### src/sv/lcm_pkg.sv
// ----------------------------------------------------------------------------
// lcm_pkg
// Shared types and codes for the linked chain manager.
// ----------------------------------------------------------------------------
package lcm_pkg;

    // field widths of the command and result items
    localparam int ENTRY_W = 6;
    localparam int OP_W    = 2;

    typedef logic [OP_W-1:0]    op_t;
    typedef logic [ENTRY_W-1:0] entry_t;

    // operation codes
    localparam op_t OP_CONNECT    = 2'd0;
    localparam op_t OP_DISCONNECT = 2'd1;
    localparam op_t OP_QUERY      = 2'd2;

    // write command toward one link table
    typedef struct packed {
        logic set;   // store a link and mark it present
        logic clr;   // mark the link absent
    } link_cmd_t;

endpackage

### src/sv/lcm_cmd_if.sv
// ----------------------------------------------------------------------------
// lcm_cmd_if
// Command channel: valid/ready handshake carrying one command item.
// ----------------------------------------------------------------------------
interface lcm_cmd_if;
    import lcm_pkg::*;

    logic   valid;
    logic   ready;
    op_t    op;
    entry_t front_entry;
    entry_t back_entry;

    modport source (output valid, output op, output front_entry, output back_entry,
                    input ready);
    modport sink   (input valid, input op, input front_entry, input back_entry,
                    output ready);
endinterface

### src/sv/lcm_res_if.sv
// ----------------------------------------------------------------------------
// lcm_res_if
// Result channel: valid/ready handshake carrying one chain entry item.
// ----------------------------------------------------------------------------
interface lcm_res_if;
    import lcm_pkg::*;

    logic   valid;
    logic   ready;
    entry_t entry_id;
    entry_t chain_position;
    logic   last;

    modport source (output valid, output entry_id, output chain_position, output last,
                    input ready);
    modport sink   (input valid, input entry_id, input chain_position, input last,
                    output ready);
endinterface

### src/sv/lcm_link_ram.sv
// ----------------------------------------------------------------------------
// lcm_link_ram
// One link table: synchronous memory with a registered read plus a
// presence bit per entry that reset clears.
// ----------------------------------------------------------------------------
module lcm_link_ram #(
    parameter int DEPTH = 64,
    parameter int AW    = 6
) (
    input  logic                clk,
    input  logic                rst_n,
    input  lcm_pkg::link_cmd_t  cmd,
    input  logic [AW-1:0]       wr_addr,
    input  logic [AW-1:0]       wr_data,
    input  logic [AW-1:0]       rd_addr,
    output logic [AW-1:0]       rd_data,
    output logic                rd_present
);
    import lcm_pkg::*;

    logic [AW-1:0]    mem [DEPTH];
    logic [DEPTH-1:0] present_reg;
    logic [AW-1:0]    rd_data_reg;
    logic             rd_present_reg;

    // link storage and registered read
    always_ff @(posedge clk)
    begin
        if (cmd.set)
        begin
            mem[wr_addr] <= wr_data;
        end
        rd_data_reg <= mem[rd_addr];
    end

    // presence bits, cleared to no link at reset
    always_ff @(posedge clk or negedge rst_n)
    begin
        if (!rst_n)
        begin
            present_reg    <= '0;
            rd_present_reg <= 1'b0;
        end
        else
        begin
            if (cmd.set)
            begin
                present_reg[wr_addr] <= 1'b1;
            end
            else if (cmd.clr)
            begin
                present_reg[wr_addr] <= 1'b0;
            end
            rd_present_reg <= present_reg[rd_addr];
        end
    end

    assign rd_data    = rd_data_reg;
    assign rd_present = rd_present_reg;

endmodule

### src/sv/lcm_walker.sv
// ----------------------------------------------------------------------------
// lcm_walker
// Command decode, table write control and the back/forward chain walk with
// its result register.
// ----------------------------------------------------------------------------
module lcm_walker #(
    parameter int NUM_ENTRIES = 64,
    parameter int AW          = 6
) (
    input  logic               clk,
    input  logic               rst_n,
    lcm_cmd_if.sink            cmd,
    lcm_res_if.source          res,
    output lcm_pkg::link_cmd_t pred_cmd,
    output lcm_pkg::link_cmd_t succ_cmd,
    output logic [AW-1:0]      pred_wr_addr,
    output logic [AW-1:0]      pred_wr_data,
    output logic [AW-1:0]      succ_wr_addr,
    output logic [AW-1:0]      succ_wr_data,
    output logic [AW-1:0]      rd_addr,
    input  logic [AW-1:0]      pred_rd_data,
    input  logic               pred_rd_present,
    input  logic [AW-1:0]      succ_rd_data,
    input  logic               succ_rd_present
);
    import lcm_pkg::*;

    localparam logic [1:0] S_IDLE = 2'd0;
    localparam logic [1:0] S_BACK = 2'd1;
    localparam logic [1:0] S_FWD  = 2'd2;

    localparam logic [ENTRY_W:0] ENTRY_LIM = (ENTRY_W+1)'(NUM_ENTRIES);
    localparam logic [AW:0]      STEP_MAX  = (AW+1)'(NUM_ENTRIES - 1);
    localparam logic [AW-1:0]    POS_MAX   = AW'(NUM_ENTRIES - 1);

    logic [1:0]    state_reg, state_next;
    logic [AW-1:0] cur_reg, cur_next;
    logic [AW:0]   steps_reg, steps_next;
    logic [AW-1:0] pos_reg, pos_next;

    logic          out_valid_reg, out_valid_next;
    logic [AW-1:0] out_entry_reg, out_entry_next;
    logic [AW-1:0] out_pos_reg, out_pos_next;
    logic          out_last_reg, out_last_next;

    logic accept;
    logic in_range;
    logic out_free;
    logic tail;

    // command decode
    assign accept   = cmd.valid && cmd.ready;
    assign in_range = ({1'b0, cmd.front_entry} < ENTRY_LIM)
                   && ({1'b0, cmd.back_entry} < ENTRY_LIM);
    assign cmd.ready = (state_reg == S_IDLE);

    // table writes for connect and disconnect
    always_comb
    begin
        pred_cmd = '0;
        succ_cmd = '0;
        if (accept && in_range)
        begin
            unique case (cmd.op)
                OP_CONNECT:
                begin
                    pred_cmd.set = 1'b1;
                    succ_cmd.set = 1'b1;
                end
                OP_DISCONNECT:
                begin
                    pred_cmd.clr = 1'b1;
                    succ_cmd.clr = 1'b1;
                end
                default:
                begin
                    pred_cmd = '0;
                    succ_cmd = '0;
                end
            endcase
        end
    end

    assign succ_wr_addr = cmd.front_entry[AW-1:0];
    assign succ_wr_data = cmd.back_entry[AW-1:0];
    assign pred_wr_addr = cmd.back_entry[AW-1:0];
    assign pred_wr_data = cmd.front_entry[AW-1:0];

    // result register is free when empty or being taken
    assign out_free = !out_valid_reg || res.ready;
    assign tail     = !succ_rd_present || (pos_reg == POS_MAX);

    // walk sequencer; memory read address always follows the current entry
    always_comb
    begin
        state_next     = state_reg;
        cur_next       = cur_reg;
        steps_next     = steps_reg;
        pos_next       = pos_reg;
        out_valid_next = out_valid_reg && !res.ready;
        out_entry_next = out_entry_reg;
        out_pos_next   = out_pos_reg;
        out_last_next  = out_last_reg;

        unique case (state_reg)
            S_IDLE:
            begin
                cur_next = cmd.front_entry[AW-1:0];
                if (accept && (cmd.op == OP_QUERY)
                    && ({1'b0, cmd.front_entry} < ENTRY_LIM))
                begin
                    steps_next = '0;
                    state_next = S_BACK;
                end
            end
            S_BACK:
            begin
                if (pred_rd_present)
                begin
                    cur_next   = pred_rd_data;
                    steps_next = steps_reg + 1'b1;
                    if (steps_reg == STEP_MAX)
                    begin
                        pos_next   = '0;
                        state_next = S_FWD;
                    end
                end
                else
                begin
                    pos_next   = '0;
                    state_next = S_FWD;
                end
            end
            S_FWD:
            begin
                if (out_free)
                begin
                    out_valid_next = 1'b1;
                    out_entry_next = cur_reg;
                    out_pos_next   = pos_reg;
                    out_last_next  = tail;
                    if (tail)
                    begin
                        state_next = S_IDLE;
                    end
                    else
                    begin
                        cur_next = succ_rd_data;
                        pos_next = pos_reg + 1'b1;
                    end
                end
            end
            default:
            begin
                state_next = S_IDLE;
            end
        endcase
    end

    assign rd_addr = cur_next;

    // control registers
    always_ff @(posedge clk or negedge rst_n)
    begin
        if (!rst_n)
        begin
            state_reg     <= S_IDLE;
            out_valid_reg <= 1'b0;
            steps_reg     <= '0;
            pos_reg       <= '0;
        end
        else
        begin
            state_reg     <= state_next;
            out_valid_reg <= out_valid_next;
            steps_reg     <= steps_next;
            pos_reg       <= pos_next;
        end
    end

    // payload registers
    always_ff @(posedge clk)
    begin
        cur_reg       <= cur_next;
        out_entry_reg <= out_entry_next;
        out_pos_reg   <= out_pos_next;
        out_last_reg  <= out_last_next;
    end

    assign res.valid          = out_valid_reg;
    assign res.entry_id       = ENTRY_W'(out_entry_reg);
    assign res.chain_position = ENTRY_W'(out_pos_reg);
    assign res.last           = out_last_reg;

endmodule

### src/sv/linked_chain_manager.sv
// ----------------------------------------------------------------------------
// linked_chain_manager
// Doubly linked entry set held in a predecessor and a successor table.
// ----------------------------------------------------------------------------
// connect and disconnect give no result
// a query walks back along the predecessor links until an entry has none or
// the step cap ends it, then walks forward emitting one item per entry; result
// stalls hold the walk, with one item in flight at a time; a new command is
// taken once the walk ends
// reset (async, rst_n low) marks every link absent and idles the walker
module linked_chain_manager #(
    parameter int NUM_ENTRIES = 64
) (
    input  logic      clk,
    input  logic      rst_n,
    lcm_cmd_if.sink   cmd,
    lcm_res_if.source res
);
    import lcm_pkg::*;

    localparam int AW = (NUM_ENTRIES > 1) ? $clog2(NUM_ENTRIES) : 1;

    link_cmd_t     pred_cmd, succ_cmd;
    logic [AW-1:0] pred_wr_addr, pred_wr_data;
    logic [AW-1:0] succ_wr_addr, succ_wr_data;
    logic [AW-1:0] rd_addr;
    logic [AW-1:0] pred_rd_data, succ_rd_data;
    logic          pred_rd_present, succ_rd_present;

    // sequencer and result register
    lcm_walker #(
        .NUM_ENTRIES (NUM_ENTRIES),
        .AW          (AW)
    ) u_walker (
        .clk             (clk),
        .rst_n           (rst_n),
        .cmd             (cmd),
        .res             (res),
        .pred_cmd        (pred_cmd),
        .succ_cmd        (succ_cmd),
        .pred_wr_addr    (pred_wr_addr),
        .pred_wr_data    (pred_wr_data),
        .succ_wr_addr    (succ_wr_addr),
        .succ_wr_data    (succ_wr_data),
        .rd_addr         (rd_addr),
        .pred_rd_data    (pred_rd_data),
        .pred_rd_present (pred_rd_present),
        .succ_rd_data    (succ_rd_data),
        .succ_rd_present (succ_rd_present)
    );

    // predecessor table
    lcm_link_ram #(
        .DEPTH (NUM_ENTRIES),
        .AW    (AW)
    ) u_pred_ram (
        .clk        (clk),
        .rst_n      (rst_n),
        .cmd        (pred_cmd),
        .wr_addr    (pred_wr_addr),
        .wr_data    (pred_wr_data),
        .rd_addr    (rd_addr),
        .rd_data    (pred_rd_data),
        .rd_present (pred_rd_present)
    );

    // successor table
    lcm_link_ram #(
        .DEPTH (NUM_ENTRIES),
        .AW    (AW)
    ) u_succ_ram (
        .clk        (clk),
        .rst_n      (rst_n),
        .cmd        (succ_cmd),
        .wr_addr    (succ_wr_addr),
        .wr_data    (succ_wr_data),
        .rd_addr    (rd_addr),
        .rd_data    (succ_rd_data),
        .rd_present (succ_rd_present)
    );

endmodule

### src/flat_wrapper.sv
// flat-port wrapper written by rule: the top's interface ports become plain ports
module linked_chain_manager_flat import lcm_pkg::*;
#(
    parameter int NUM_ENTRIES = 64
)
  (clk, rst_n, cmd_valid, cmd_op, cmd_front_entry, cmd_back_entry, cmd_ready, res_valid, res_entry_id, res_chain_position, res_last, res_ready);
  lcm_cmd_if cmd_i ();
  lcm_res_if res_i ();
  input  logic clk;
  input  logic rst_n;
  input wire logic [$bits(cmd_i.valid)-1:0] cmd_valid;
  input wire logic [$bits(cmd_i.op)-1:0] cmd_op;
  input wire logic [$bits(cmd_i.front_entry)-1:0] cmd_front_entry;
  input wire logic [$bits(cmd_i.back_entry)-1:0] cmd_back_entry;
  output wire logic [$bits(cmd_i.ready)-1:0] cmd_ready;
  output wire logic [$bits(res_i.valid)-1:0] res_valid;
  output wire logic [$bits(res_i.entry_id)-1:0] res_entry_id;
  output wire logic [$bits(res_i.chain_position)-1:0] res_chain_position;
  output wire logic [$bits(res_i.last)-1:0] res_last;
  input wire logic [$bits(res_i.ready)-1:0] res_ready;
  assign cmd_i.valid = cmd_valid;
  assign cmd_i.op = cmd_op;
  assign cmd_i.front_entry = cmd_front_entry;
  assign cmd_i.back_entry = cmd_back_entry;
  assign cmd_ready = cmd_i.ready;
  assign res_valid = res_i.valid;
  assign res_entry_id = res_i.entry_id;
  assign res_chain_position = res_i.chain_position;
  assign res_last = res_i.last;
  assign res_i.ready = res_ready;
  linked_chain_manager #(.NUM_ENTRIES(NUM_ENTRIES)) u_core (.clk(clk), .rst_n(rst_n), .cmd(cmd_i), .res(res_i));
endmodule
### config.mk
export PLATFORM = sky130hd
export DESIGN_NAME = linked_chain_manager_flat
export DESIGN_NICKNAME = d
export VERILOG_FILES = /design/src/sv/lcm_pkg.sv /design/src/sv/lcm_cmd_if.sv /design/src/sv/lcm_res_if.sv /design/src/sv/lcm_link_ram.sv /design/src/sv/lcm_walker.sv /design/src/sv/linked_chain_manager.sv /design/src/flat_wrapper.sv
export SDC_FILE = /design/constraint.sdc
export NUM_CORES = 1
export LEC_CHECK = 0
export CORE_MARGIN = 2
export CORE_UTILIZATION = 30
export DETAILED_ROUTE_END_ITERATION = 8
export DONT_BUFFER_PORTS = 1
export GPL_TIMING_DRIVEN = 0
export HOLD_SLACK_MARGIN = 0.03
export PLACE_DENSITY = 0.5
export SKIP_CTS_REPAIR_TIMING = 1
export SLEW_MARGIN = 15
export SYNTH_ARGS = -nofsm -noshare
export SYNTH_HDL_FRONTEND = slang
export SYNTH_SLANG_ARGS = --single-unit
### constraint.sdc
create_clock -name clk -period 3.5 [get_ports clk]
set_input_delay 0.35 -clock clk [delete_from_list [all_inputs] [get_ports clk]]
set_output_delay 0.35 -clock clk [all_outputs]
set_load 0.05 [all_outputs]
==> results.toml <==
[critical_path]
ff2ff_setup_slack_ps = -180
rr_worst_depth = 15
worstPathRequired_ps = 4110
worstReg2RegStart = "u_core.u_walker.state_reg[0]$_DFFE_PN0P_"
path_class = "reg -> reg"
cp-start-kind = "flop"
cp-end-kind = "flop"
crit_arrival_ps = 4290
critPathMaxFanout = 10
rr_endpoint = "u_core.u_succ_ram.rd_data[0]$_DFF_P_"

[layout]
nets = 3356
ff_latch_area_mm2 = 0.02747
drive_above_1_share_pct = 20.47
multiInputGateArea_mm2 = 0.01250
area_delta_synth_final_pct = 21.01
fin_util_pct = 36.50
stdcell_count = 5186
nFillCells = 12658
final_area_mm2 = 0.04792

[synth]
synth.distinct_cells = 68
yosys_warnings = 0
yosysTopAreaCellShare_pct = 59.22
yosysSeqAreaShare_pct = 69.36
postSynthCellCount = 3192
synthTopCellsByCount = "781 x edfxtp_1, 587 x nand2_1, 265 x o21ai_0"
synth_edf_count = 781
synth.top_cells.by_area = "edfxtp_1 59%, dfrtp_1 9.2%, nand2_1 5.6%"
synth-main-ff-cell = "edfxtp_1"
synth_area_mm2 = 0.03960
post-synth-top-count-cell = "edfxtp_1"
async_reset_ff_share_pct = 15.45
yosys.area.top_type = "edfxtp_1"
ys_ff_latch = 945
synth_nets = 3212
avgSynthCellArea_um2 = 12.41

[grt]
grt_start_max_net_pins = 147
antenna_found_initial = 6
grt_use_total_pct = 21.59
gr-total-overflow = 0
grt_pass1_wl_mm = 207.3
grt_pass1_vias = 26717

[floorplanning]
die_w_um = 367.3
die_y_um = 367.3
coreArea_mm2 = 0.1313
die_area_mm2 = 0.1349
rows = 133
start_util_pct = 30.16
io_pins = 33

[placement]
gp_congestion = 0.9786
dpl.cell_count = 4948
post-dp-hpwl_mm = 100.7
placed_area_mm2 = 0.04182
portBuffers = 0
dp_slack_ps = -1485

[timing]
setup_viol = 244
setup_slack_ps = -179.3
fin_hold_ws_ps = 51.19
relSlewSlack_pct = 14.72
skew_ps = 26.40
max_slew.worst_pin.slew_ps = 1279
max_freq_ghz = 0.2718
final.period_utilization_pct = 105.1
rsz0062_at_grt = "true"
hold_violations = 0
min_period_ps = 3679
drv_slew = 0
finalSetupTns_ps = -12420

[detailed_routing]
drt_iter0_markers = 3805
drc = 2
drtPass1Iterations = 9
wirelength_mm = 153.7
vias = 28651
viasPerCell = 5.525
routedWlPerCell_um = 29.63
drtAntennaViolNets = 0

[status]
violations = "DRC, setup timing"
outcome = "finished with violations"

[clocking]
cts_made_buffers = 104
cts.path.max_buffers = 3
clkLatencyLatePin_ps = 710
root_buffer = "clkbuf_16"
clk_pin_slew_ps = 60
cts_tree = "built"
htree_levels = 3
clock_sinks = 945

[worst_hold_path]
hold_path_class = "in -> reg"
hold_end = "u_core.u_succ_ram.mem[4][2]$_DFFE_PP_"
hold_start = "cmd_back_entry[2]"
holdPathStages = 1

[power]
p_leak_nw = 16.12
total_power_mw = 39.08
power.density_mw_per_mm2 = 815.5
peakVddDrop_uv = 546.4

[run]
drv_cap = 0
[kinds of logic (layout without fill, tap and decap cells)]
group | after synthesis | count (layout) | synth area share [%]
other | 0 | 7 | 0
AOI/OAI and AO/OA | 737 | 737 | 12.25
DFF | 945 | 945 | 69.36
muxes | 83 | 83 | 2.111
adders and majority gates | 2 | 2 | 0.06318
and+or+nand+nor | 1145 | 1145 | 12.99
xor gates and xnor gates | 7 | 7 | 0.1548
buffers and inverters | 273 | 505 | 3.071
[layer usage]
metal	wire, µm	GRT usage [%]
met1	63590	29.42
met2	66020	32.06
met3	16000	5.920
met4	8047	9.529
met5	25	0
[layout make-up]
cell class	instances	area share, %
antenna	7	0.03655
buffer	265	3.749
clock inverter	54	0.9686
tap	1755	4.582
clock buffer	140	5.969
timing repair buffer	38	1.225
sequential	945	57.32
multi-input combinational	1974	26.07
inverter	8	0.07833
[worst max-delay path by stage]
stage	startpoint	end	cells after the start
after global routing	u_core.u_walker.state_reg[0]$_DFFE_PN0P_	u_core.u_succ_ram.rd_data[0]$_DFF_P_	15
after CTS	u_core.u_walker.res.valid$_DFF_PN0_	u_core.u_succ_ram.rd_data[2]$_DFF_P_	13
after detailed placement	u_core.u_walker.res.valid$_DFF_PN0_	u_core.u_succ_ram.rd_data[2]$_DFF_P_	13
final	u_core.u_walker.state_reg[0]$_DFFE_PN0P_	u_core.u_succ_ram.rd_data[0]$_DFF_P_	15
after global placement	u_core.u_walker.res.valid$_DFF_PN0_	u_core.u_succ_ram.rd_data[4]$_DFF_P_	11
after floorplan	u_core.u_walker.state_reg[0]$_DFFE_PN0P_	u_core.u_pred_ram.rd_data[5]$_DFF_P_	14
[report_power, final]
group | switching [mW] | internal [mW] | total [mW]
registers | 0.335 | 12.6 | 12.9
logic | 10.6 | 4.68 | 15.3
clock network | 4.68 | 6.17 | 10.9
[cells in the final DEF (no fill, tap or decap), drive strengths merged, types with 66 or more instances in the layout]
master,count
o21ai,265
a211oi,66
a21oi,92
edfxtp,781
clkbuf,287
buf,151
nor2,162
nor3,84
nand3,103
and3,103
nand2,590
mux2i,79
a311oi,76
dfrtp,146
[critical path, stage by stage (launching register included)]
cell and delay [ps]:
dfrtp_1 350, buf_2 170, and3b_1 200, buf_6 130
a22oi_4 250, nand2_4 140, nor2_4 290, buf_6 220
buf_4 230, buf_6 220, buf_4 220, nand2_1 100
a311oi_2 330, a31oi_2 110, a21oi_2 350, a211o_1 230
No activity file was read; power rests on OpenSTA's default activity.
